## src/hw/rtl/fvn_pkg.sv

```systemverilog
// ---------------------------------------------------------------------------
// Vector normalizer package
// Format constants, pipeline lengths and shared types.
// ---------------------------------------------------------------------------
package fvn_pkg;

  localparam int FRAC       = 16;
  localparam int SQRT_STEPS = 32;            // one cell per result bit
  localparam int QW         = 2 * FRAC + 1;  // reciprocal quotient bits
  localparam int DEPTH      = 3 + SQRT_STEPS + QW + 2;

  localparam logic [63:0] DIVIDEND = 64'(1) << (2 * FRAC);
  localparam logic [31:0] ONE_FX   = 32'(1) << FRAC;

  // components carried along the pipe
  typedef struct packed {
    logic [31:0] z;
    logic [31:0] y;
    logic [31:0] x;
  } vec_t;

  // how the output vector is formed
  typedef enum logic [1:0] {
    MODE_ZERO,
    MODE_PASS,
    MODE_SCALE
  } mode_t;

endpackage

```

## src/hw/rtl/fvn_div_cell.sv

```systemverilog
// ---------------------------------------------------------------------------
// Divider cell
// One restoring-division step of the reciprocal, registered.
// ---------------------------------------------------------------------------
module fvn_div_cell (
  input  logic                     clk,
  input  logic                     en,
  input  logic                     num_bit,
  input  logic [31:0]              den_in,
  input  logic [31:0]              rem_in,
  input  logic [fvn_pkg::QW-1:0]   q_in,
  input  logic [31:0]              norm_in,
  input  fvn_pkg::vec_t            vec_in,
  output logic [31:0]              den_out,
  output logic [31:0]              rem_out,
  output logic [fvn_pkg::QW-1:0]   q_out,
  output logic [31:0]              norm_out,
  output fvn_pkg::vec_t            vec_out
);
  import fvn_pkg::*;

  logic [32:0] part;
  logic        take;

  assign part = {rem_in, num_bit};
  assign take = (part >= {1'b0, den_in});

  // shift in next dividend bit, subtract when it fits
  always_ff @(posedge clk) begin
    if (en) begin
      rem_out  <= take ? 32'(part - {1'b0, den_in}) : part[31:0];
      q_out    <= {q_in[QW-2:0], take};
      den_out  <= den_in;
      norm_out <= norm_in;
      vec_out  <= vec_in;
    end
  end

endmodule

```

## config.mk

```make
export PLATFORM = sky130hd
export DESIGN_NAME = fvn_div_cell
export DESIGN_NICKNAME = d
export VERILOG_FILES = /design/src/hw/rtl/fvn_pkg.sv /design/src/hw/rtl/fvn_div_cell.sv
export SDC_FILE = /design/constraint.sdc
export NUM_CORES = 1
export LEC_CHECK = 0
export BUFFER_PORTS_ARGS = -buffer_cell sky130_fd_sc_hd__buf_2
export CAP_MARGIN = 10
export CORE_AREA = 2 2 174 176
export CTS_CLUSTER_DIAMETER = 30
export DETAILED_ROUTE_END_ITERATION = 8
export DIE_AREA = 0 0 176 178
export PLACE_DENSITY = 0.6
export SLEW_MARGIN = 20
export SYNTH_ARGS = -nofsm -noshare
export SYNTH_HDL_FRONTEND = slang
export SYNTH_SLANG_ARGS = --single-unit
```

## constraint.sdc

```tcl
create_clock -name clk -period 4.6 [get_ports clk]
set_input_delay 0.92 -clock clk [delete_from_list [all_inputs] [get_ports clk]]
set_output_delay 0.92 -clock clk [all_outputs]
set_load 0.05 [all_outputs]
```

* After elaboration in Yosys (flattened, before gate mapping)
Index checks and enable logic that the tools add are counted.
Storage, ports and cells: bits in writable memories 0, word-level logic and storage cells 10, register bits 225, output and inout bits 225, input bits 228, latch bits 0, memory bits (read-only) 0, memories 0
Cells by class: mux-type cells 1, divide/modulo/power cells 0, equal/unequal tests 0, add/subtract/negate cells 1, shift-type cells 0, reductions and logical operators 0, order comparisons 1, bitwise operators 0, multiply operators 0
Operators with widths (number):
- $ge A33 B32 Y1 | 1
- $mux W32 | 1
- $sub A32 B32 Y32 | 1

* Longest topological paths before layout
depth after elaboration 2, depth in mapped cells 13, depth with buffers taken out 11

* Worst setup path before layout
Ideal clock, no wire load.
path kind input to register, start point input port den_in[23], end point register rem_out[14], data pin, required time 4340 ps, library setup time 260 ps, arrival time 3028 ps, stages 11, setup slack 1312 ps, buffers on the path 2, cell sequence inv_1 > ha_1 > buf_6 > and3_1 > o21a_1 > a311oi_2 > o21ai_1 > or3b_1 > o21a_1 > buf_6 > mux2_4
On the way: longest elaborated chain between the ends 2
Ends and longest elaborated chain:
- start: declaration | line fvn_div_cell.sv:9 | input logic [31:0] den_in,
- $ge A33 B32 Y1 | line fvn_div_cell.sv:26 | assign take = (part >= {1'b0, den_in});
- $mux W32 | line fvn_div_cell.sv:31 | rem_out <= take ? 32'(part - {1'b0, den_in}) : part[31:0];
- end signal: assignment | line fvn_div_cell.sv:31
- end: declaration | line fvn_div_cell.sv:15 | output logic [31:0] rem_out,
Every way passes these cells. A chain may end at the register's enable or synchronous reset.

* Worst setup path in the final report
start point input port den_in[24], end point register rem_out[31], data pin
On the way: longest elaborated chain between the ends 2, elaborated cells between the ends (all ways) 3, those cells by class 1 x add/sub; 1 x order compare; 1 x mux
Ends and longest elaborated chain (line):
- $sub A32 B32 Y32 / $ge A33 B32 Y1 (equally long branches) | fvn_div_cell.sv:31, fvn_div_cell.sv:26
- $mux W32 (*) | fvn_div_cell.sv:31
Mark *: on every way between the ends. The rest lies on a longest branch, timed or not.

==> run metrics <==
first-pass GRT wire length=37670 µm; Fillers=2737; Synth async-reset ratio=0; syn avg cell area=15.55 µm²; Worst VDD drop=0.2937 mV; CORE AREA=29400 µm²; vias in the first global route=6597; CP arrival=3610 ps; Vias=6631; die height=178 µm; DRT Wirelength=26690 µm; layout cells sized above 1=0.4942; setup bufs post-CTS=0; final setup fails=0; Clock power frac=0.459; Switching Share=0.3043; final worst slack=1264 ps; Via-to-Cell Ratio=4.386; Setup crit start kind=input pin; largest net degree at the start of global routing=103; Layout Utilization=0.4571; Mapped Area=9084 µm²; Clock Tree Buf Depth=3; Root Buffer=clkbuf_16; warnings from Yosys=0; Clk pin slew, worst setup/hold paths=50 ps; Synth cell types=49; CTS tree=done; sequential area share after synthesis=0.7438; gpl congestion=0.8212; die width=176 µm; port bufs=451; Layout area overhead=47.95%; CP max stage delay=450 ps; Period minus WS final=3336 ps; Storage cell area=6756 µm²; Worst setup EP type=flip-flop; DR iter-0 viols=306; H-Tree Depth=2; Pleak=5.902 nW; max cap viols=0; post-synthesis register bit count=225; Detail Placement HPWL=20770 µm; area of the multi-input gates=2044 µm²; outcome=completed; antenna violations before repair=2; CTS Hold Bufs=0; starting density of the core=0.3089; cell area after layout=13440 µm²; Synth Flop Type=edfxtp_1; post-route ant nets=0; fin. max-slew vios=0; DR WL/cell=17.65 µm; Resize count post-CTS=0; die area=31330 µm²; Rows=63; GRT Overall Usage=0.1585; final net count=1338; pre-CTS setup slack=753.4 ps; measured slew at the worst slew-check pin=812.4 ps; Logic pwr share=0.190; Tot Pwr=7.205 mW; DP Area=11810 µm²; Final Hold Vio Count=0; CP max stage cell=nor4b_1; gr ovfl total=0; number of synthesized flops with an enable pin=225; Seq pwr share=0.351; Pint=5.013 mW; Critical Path RT=4870 ps; CTS buffer count=50; crit path cell chain=buf_2, inv_1, ha_1, and3_1, nand4_1, nor4b_1, a21o_1, o21a_2, buf_4, mux2_4; Pre-antenna DRT Iters=7; Slew headroom=0.4584; kind of critical path=input pin to flip-flop; Sink Count=225; RSZ-0062 raised after global routing=false; Fmax achieved=299.8 MHz; Crit Path Max Fanout=13; # DRC=0; sw power=2.192 mW; pwr/cell area=536.1 nW/µm²; hold crit path type=input pin to flip-flop; setup TNS=0 ps; Period Utilization, post-route=0.7252; Mapped Nets=845; Ports=453; Mapped Cells=584
## cells in the mapped netlist (all sizes together) (2+ instances only)
cell | n | share of area
o21bai | 5 | 0.0041
o211ai | 2 | 0.0017
or3 | 2 | 0.0014
nor3 | 3 | 0.0017
and2 | 3 | 0.0021
nand2b | 7 | 0.0048
o21ai | 21 | 0.012
or2 | 2 | 0.0014
nand2 | 24 | 0.0099
nor2b | 2 | 0.0014
a2111oi | 4 | 0.0040
o21a | 6 | 0.0050
ha | 32 | 0.044
nor4b | 2 | 0.0019
a21oi | 55 | 0.031
mux2i | 2 | 0.0022
a21o | 8 | 0.0066
nand4 | 8 | 0.0055
buf | 11 | 0.0098
o31ai | 7 | 0.0058
xnor2 | 16 | 0.015
a31oi | 2 | 0.0014
edfxtp | 225 | 0.74
clkbuf | 6 | 0.0025
a211oi | 3 | 0.0025
a31o | 2 | 0.0019
and3 | 2 | 0.0014
xor2 | 10 | 0.0096
inv | 46 | 0.019
nand4b | 2 | 0.0019
mux2 | 8 | 0.013
nor2 | 37 | 0.015
nand3 | 8 | 0.0044
## critical path: cells and delay by family
family / cells / cell delay, ps
and+or+nand+nor: 3 / 990
AOI/OAI and AO/OA: 2 / 560
buffers and inverters: 3 / 420
adders and majority gates: 1 / 400
muxes: 1 / 310
## through the flow
| stage | std cells | hold WS (ps) |
|---|---|---|
| 3_5_place_dp | 1415 | 1098 |
| 4_1_cts | 1509 | 527.1 |
| 2_1_floorplan | 584 | 1019 |
| 6_report | 1512 | 560.0 |
| 5_1_grt | 1510 | 530.1 |
| 3_3_place_gp | 1415 | 1096 |
## routing by layer
layer,up-vias,GRT usage,wire length [µm]
li1,3205,-,-
met1,3085,0.1748,9925
met2,300,0.2802,13560
met3,41,0.06117,2684
met4,0,0.05372,515
met5,-,0,0
## power groups by stage
stage / clock [mW] / sequential (mW) / combinational, mW
2_1_floorplan: 0 / 3.23 / 0.302
3_3_place_gp: 0 / 2.56 / 1.38
3_5_place_dp: 0 / 2.56 / 1.38
4_1_cts: 3.38 / 2.53 / 1.39
5_1_grt: 3.47 / 2.55 / 1.45
6_report: 3.30 / 2.53 / 1.37
## cells in the final DEF, fill, tap and decap left out, types with 3 or more instances in the layout
master	netlist	layout
a2111oi_0	3	3
a211oi_1	3	3
a21o_1	8	8
a21oi_1	54	54
and2_1	3	3
buf_2	5	450
buf_4	1	5
clkbuf_1	6	5
clkbuf_16	0	52
clkinv_1	0	9
clkinv_2	0	7
clkinv_4	0	8
clkinvlp_4	0	9
diode_2	0	3
edfxtp_1	225	225
ha_1	32	32
inv_1	46	46
mux2_4	8	8
nand2_1	24	24
nand2b_1	7	7
nand3_1	8	8
nand4_1	8	8
nor2_1	37	37
nor3_1	3	3
o21a_1	6	5
o21ai_0	17	17
o21ai_1	4	4
o21bai_1	5	5
o31ai_1	7	7
xnor2_1	16	16
xor2_1	10	10
## layout make-up
cell class,count,area share
clock inverters,37,0.02272
clock buffers,57,0.09822
flip-flops and latches,225,0.5027
repair buffers,458,0.1745
inverters,46,0.01285
multi-input cells,296,0.1521
well taps,390,0.03631
diodes,3,0.0005586
## flip-flops by register name (all words and copies together) (netlist names)
register	cells
den_out	32
q_out	33
rem_out	32
norm_out	32
vec_out	96
## cell families after synthesis
kind of cell	after synthesis	share of synthesized area
XOR/XNOR	26	0.02507
AO/OA/AOI/OAI	120	0.08058
multiplexers	10	0.01543
AND/OR/NAND/NOR	107	0.05758
buffers and inverters	63	0.03127
adder cells (fa/ha/maj)	33	0.04628
flip-flops	225	0.7438
## final timing paths
check / start / end / cells past startpoint
min: vec_in[78] / vec_out[78] / 1
max: den_in[24] / rem_out[31] / 10
Power figures use the tool's default switching activity.
