**config.mk**
```make
export PLATFORM = sky130hd
export DESIGN_NAME = fvn_sqrt_cell
export DESIGN_NICKNAME = d
export VERILOG_FILES = /design/src/hw/rtl/fvn_pkg.sv /design/src/hw/rtl/fvn_sqrt_cell.sv
export SDC_FILE = /design/constraint.sdc
export NUM_CORES = 1
export LEC_CHECK = 0
export BUFFER_PORTS_ARGS = -buffer_cell sky130_fd_sc_hd__buf_4
export CELL_PAD_IN_SITES_DETAIL_PLACEMENT = 0
export CELL_PAD_IN_SITES_GLOBAL_PLACEMENT = 1
export CORE_ASPECT_RATIO = 1.75
export CORE_UTILIZATION = 36
export DETAILED_ROUTE_END_ITERATION = 8
export GPL_TIMING_DRIVEN = 0
export PLACE_DENSITY = 0.85
export SLEW_MARGIN = 20
export SYNTH_ARGS = -nofsm -noshare
export SYNTH_HDL_FRONTEND = slang
export SYNTH_SLANG_ARGS = --single-unit
```
**constraint.sdc**
```tcl
create_clock -name clk -period 6.3 [get_ports clk]
set_clock_uncertainty 0.05 [all_clocks]
set_input_delay 0.945 -clock clk [delete_from_list [all_inputs] [get_ports clk]]
set_output_delay 0.945 -clock clk [all_outputs]
set_load 0.05 [all_outputs]
```
**src/hw/rtl/fvn_pkg.sv**
```systemverilog
// ---------------------------------------------------------------------------
// Vector normalizer package
// Format constants, pipeline lengths and shared types.
// ---------------------------------------------------------------------------
package fvn_pkg;

  localparam int FRAC       = 16;
  localparam int SQRT_STEPS = 32;            // one cell per result bit
  localparam int QW         = 2 * FRAC + 1;  // reciprocal quotient bits
  localparam int DEPTH      = 3 + SQRT_STEPS + QW + 2;

  localparam logic [63:0] DIVIDEND = 64'(1) << (2 * FRAC);
  localparam logic [31:0] ONE_FX   = 32'(1) << FRAC;

  // components carried along the pipe
  typedef struct packed {
    logic [31:0] z;
    logic [31:0] y;
    logic [31:0] x;
  } vec_t;

  // how the output vector is formed
  typedef enum logic [1:0] {
    MODE_ZERO,
    MODE_PASS,
    MODE_SCALE
  } mode_t;

endpackage

```
**src/hw/rtl/fvn_sqrt_cell.sv**
```systemverilog
// ---------------------------------------------------------------------------
// Square root cell
// One digit-pair step of the integer square root, registered.
// ---------------------------------------------------------------------------
module fvn_sqrt_cell (
  input  logic          clk,
  input  logic          en,
  input  logic [63:0]   step_bit,
  input  logic [63:0]   n_in,
  input  logic [63:0]   res_in,
  input  fvn_pkg::vec_t vec_in,
  output logic [63:0]   n_out,
  output logic [63:0]   res_out,
  output fvn_pkg::vec_t vec_out
);
  import fvn_pkg::*;

  logic [63:0] trial;
  logic        take;

  assign trial = res_in + step_bit;
  assign take  = (n_in >= trial);

  // trial subtract, shift result
  always_ff @(posedge clk) begin
    if (en) begin
      n_out   <= take ? (n_in - trial) : n_in;
      res_out <= take ? ((res_in >> 1) + step_bit) : (res_in >> 1);
      vec_out <= vec_in;
    end
  end

endmodule

```
Word level (Yosys, flattened, before mapping)
Cells that the tools add are included.
{ "word_totals": {"ff_bits": 224, "word_cells": 12, "out_inout_bits": 224, "inputBits": 290} }
{ "op_classes": {"add_sub_neg": 3, "mux": 2, "magnitude_cmp": 1} }
{ "op_table": {"columns": ["cell", "count"], "rows": [
  ["adder 63 x 64 -> 64 bit", 1],
  ["adder 64 bit", 1],
  [">= comparator 64 bit", 1],
  ["two-way mux 64 bit", 1],
  ["subtractor 64 bit", 1],
  ["two-way mux 63 bit", 1]
]} }

Depth between registers and ports, before layout
{ "depth": {"ltp_word": 3, "mapped_depth": 26, "depth_no_buf": 24} }

Worst setup path after synthesis
No wires, ideal clock.
{ "synth_path": {"path_type": "input-to-reg", "startpoint": "input step_bit[10]", "endpoint": "register n_out[30], data pin", "path_buffers": 5, "setup_time_ns": 0.270, "setup_slack_ns": -0.019, "arrival_time_ns": 5.999, "path_stages": 24, "t_required_ns": 5.980, "path_cell_list": "ha_1 -> clkbuf_1 -> nand4_1 -> nor3_1 -> o211ai_1 -> a2111oi_0 -> o21ai_0 -> o22ai_1 -> a31oi_1 -> o31ai_1 -> a21boi_0 -> xor2_1 -> ha_1 -> clkbuf_1 -> nand4_1 -> nor3_1 -> and3_1 -> inv_1 -> a211oi_1 -> a2111o_1 -> clkbuf_1 -> clkbuf_1 -> clkbuf_1 -> a21oi_1"} }
{ "synth_via": {"elab_chain_len": 3, "elab_cells_between_ends": 4, "cone_classes": "2 x add/sub; 1 x order compare; 1 x mux"} }
{ "synth_lines": {"columns": ["element", "line_no", "rtl"], "rows": [
  ["from (decl)", "fvn_sqrt_cell.sv:8", "input logic [63:0] step_bit,"],
  ["adder 64 bit (*)", "fvn_sqrt_cell.sv:21", "assign trial = res_in + step_bit;"],
  ["subtractor 64 bit / >= comparator 64 bit (equally long branches)", "fvn_sqrt_cell.sv:27, fvn_sqrt_cell.sv:22", null],
  ["two-way mux 64 bit (*)", "fvn_sqrt_cell.sv:27", "n_out <= take ? (n_in - trial) : n_in;"],
  ["to (signal assigned)", "fvn_sqrt_cell.sv:27", null],
  ["to (decl)", "fvn_sqrt_cell.sv:12", "output logic [63:0] n_out,"]
]} }
Mark *: on every way between the ends. The rest lies on a longest branch, timed or not.
A chain may end at the register's enable or synchronous reset.

Worst setup path after layout
{ "layout_path": {"startpoint": "input step_bit[24]", "endpoint": "register n_out[47], data pin"} }
The elaborated chain is that of the path after synthesis.

==> out/metrics.cfg <==
[status]
status = completed

[layout]
multiInputGateArea_um2 = 12300
drive_gt1_share_pct = 25.8
final_common_cell = buf_4
syn_to_final_growth_pct = 33.3
n_fill_cell = 5090
layout_common_cells = buf_4 (540), a21oi_1 (282), edfxtp_1 (224)
nets = 3195
regArea_um2 = 6730
instances_no_fill = 3412

[clock_network]
holdBufCountCts = 0
clk_path_buf_depth = 3
root_buffer = clkbuf_16
htreeDepth = 1
clk_pin_slew_ns = 0.07
cts.sinks = 224
tritoncts = built
cts_buffers = 24

[power_and_ir_drop]
powerDensity_nw_per_um2 = 323
ir_worst_vdd_mv = 0.230
swShare_pct = 45.8
p_seq_share_pct = 25.6
p_clk_share_pct = 20.2
internal-power_uw = 4460
combPwrFrac_pct = 54.2
power.switching_uw = 3770
leakagePower_uw = 0.0108

[grt]
grt_pass1_wl_mm = 126
grt_antenna_before_repair = 11
grt.overflow.total = 0
grt_usage_pct = 31.9
grt_pass1_vias = 19700
grt_max_degree = 107

[die]
core_region_area_um2 = 52400
rows = 111
die_area_um2 = 54000
start_util_pct = 36.4
dieWidth_um = 176
fp.dieH_um = 307
ios = 514

[sta]
fin_crit_ns = 6.16
setup_violations = 0
max_slew_margin_pct = 31.4
fin_crit_sh_pct = 97.8
worst_pin_slew_ns = 1.02
setup_tns_ns = 0
hold_ws_ns = 0.493
fmax_mhz = 162
setup_slack_ns = 0.140
finalHoldViolCount = 0
slew_violations = 0

[critical_path]
cp-start-kind = input port
arrival_ns = 6.43
criticalPathCategory = input port to register
crit_path_max_fanout = 10
required_ns = 6.57
critPathCaptureType = register

[yosys]
ys_dominant_reg_cell = edfxtp_1
synth_seq_cells = 224
synth_nets = 2642
ys_types = 70
synth-edff-count = 224
ys_seq_area_share_pct = 35.2
yosysTopAreaCellShare_pct = 35.2
ys_warn_count = 0
syn_avg_cell_area_um2 = 8.84
syn_inst = 2159
async_reset_ff_share_pct = 0
synth.area.top_cells = edfxtp_1 (35%), ha_1 (12%), a21oi_1 (7.9%)
synth_top_area_cell = edfxtp_1
syn_area_um2 = 19100

[detailed_routing]
vias = 19500
avgViaCountPerCell = 5.72
wirelength_mm = 88.8
dr.pass1.iters = 5
wire_per_inst_um = 26.0
ant_nets = 0
drt_iter0_drc = 1385
route.detailed.drc = 0

[worst_hold_path]
hold_depth = 1
worstHoldStart = vec_in[82]
hold_end = vec_out[82]
hold_path.class = input port to register

[place]
place_hpwl_mm = 74.1
place_congestion = 0.951
port_buffers = 513
preCtsSetupSlack_ns = -3.71
post-place-cells = 3353

[job]
maxCapViolCount = 0

-- worst max path at each step --
| stage | end | start | cells after the start |
|---|---|---|---|
| 3_5_place_dp | n_out[48] | step_bit[10] | 26 |
| 3_3_place_gp | n_out[48] | step_bit[10] | 26 |
| 2_1_floorplan | n_out[30] | step_bit[10] | 24 |
| 4_1_cts | n_out[61] | step_bit[0] | 22 |
| 6_report | n_out[47] | step_bit[24] | 23 |
| 5_1_grt | n_out[47] | step_bit[0] | 25 |
-- cell type report --
| type | count | area share [%] |
|---|---|---|
| clock buffer | 25 | 2.46 |
| tap | 678 | 3.33 |
| antenna | 4 | 0.0393 |
| multi-input combinational | 1797 | 48.3 |
| clock inverter | 19 | 1.08 |
| inverter | 48 | 0.708 |
| timing repair buffer | 540 | 16.1 |
| buffer | 77 | 1.56 |
| sequential | 224 | 26.4 |
-- power groups by stage --
stage	logic [uW]	clock network, uW	registers (uW)
after CTS	4370	1700	2110
final	4450	1660	2110
after global routing	4740	1730	2120
after global placement	4230	0	2140
after floorplan	1870	0	3020
after detailed placement	4240	0	2140
-- synthesized netlist by cell type, types with 7 or more instances --
| cell | instances |
|---|---|
| a21oi_1 | 303 |
| edfxtp_1 | 224 |
| nand2_1 | 209 |
| ha_1 | 190 |
| nor2_1 | 184 |
| o21ai_0 | 168 |
| a21o_1 | 100 |
| xnor2_1 | 97 |
| clkbuf_1 | 78 |
| xor2_1 | 78 |
| inv_1 | 48 |
| nand4_1 | 48 |
| o21bai_1 | 43 |
| nand3_1 | 34 |
| nor3_1 | 34 |
| a211oi_1 | 23 |
| a31oi_1 | 23 |
| o21a_1 | 23 |
| nand2b_1 | 22 |
| and3_1 | 21 |
| o211ai_1 | 19 |
| nor2b_1 | 16 |
| o31ai_1 | 16 |
| buf_2 | 10 |
| a211o_1 | 9 |
| and2_1 | 9 |
| a21boi_0 | 8 |
| nor4_1 | 8 |
| or3_1 | 8 |
| a41oi_1 | 7 |
| and4_1 | 7 |
| o22ai_1 | 7 |
| or2_2 | 7 |
-- state kept, by name, summed over array words and instances (netlist names) --
signal,count
res_out,64
vec_out,96
n_out,64
-- repair_timing --
item / CTS / global route
pin swaps: 12 / 22
gates resized for setup: 99 / 53
cloned: 0 / 0
setup endpoints to repair: 128 / 128
setup buffers: 11 / 13
-- metal layers --
metal / share of wire (%) / track usage, %
met5: 0.082 / 0
met4: 6.7 / 20.1
met3: 5.9 / 5.11
met2: 53 / 61.0
met1: 34 / 31.3
-- critical path: stages --
cell and delay, ns:
buf_4 0.13, ha_1 0.37, nand2_1 0.11, or3_1 0.42
or4_1 0.58, a31oi_2 0.23, a21oi_2 0.10, o211ai_1 0.34
a21o_1 0.23, a21oi_2 0.11, o21ai_2 0.25, xnor2_2 0.16
ha_4 0.27, a21o_1 0.17, a21oi_2 0.18, o21ai_1 0.13
a221oi_2 0.30, nor2b_2 0.11, a2111o_1 0.45, buf_8 0.20
nand3_1 0.09, o21ai_0 0.10, nor3_2 0.41
-- metrics by stage --
stage | instance area (um2) | total power, uW | util (%)
global route | 25400 | 8600 | 48.6
floorplan | 19100 | 4880 | -
detailed placement | 23900 | 6380 | 45.6
CTS | 25200 | 8170 | 48.1
finish | 25400 | 8220 | 48.6
global placement | 23800 | 6370 | 45.4
-- cells by family (layout without fill, tap and decap cells) --
family                   Yosys count  in the layout  share of synthesized area [%]
AND/OR/NAND/NOR                  622            622                           15.0
other                              0              4                              0
flip-flops                       224            224                           35.2
adder cells (fa/ha/maj)          193            193                           12.8
AO/OA/AOI/OAI                    806            806                           26.0
buffers and inverters            138            709                           2.82
multiplexers                       1              1                         0.0525
XOR/XNOR                         175            175                           8.03
(Power assumes the default switching activity.)
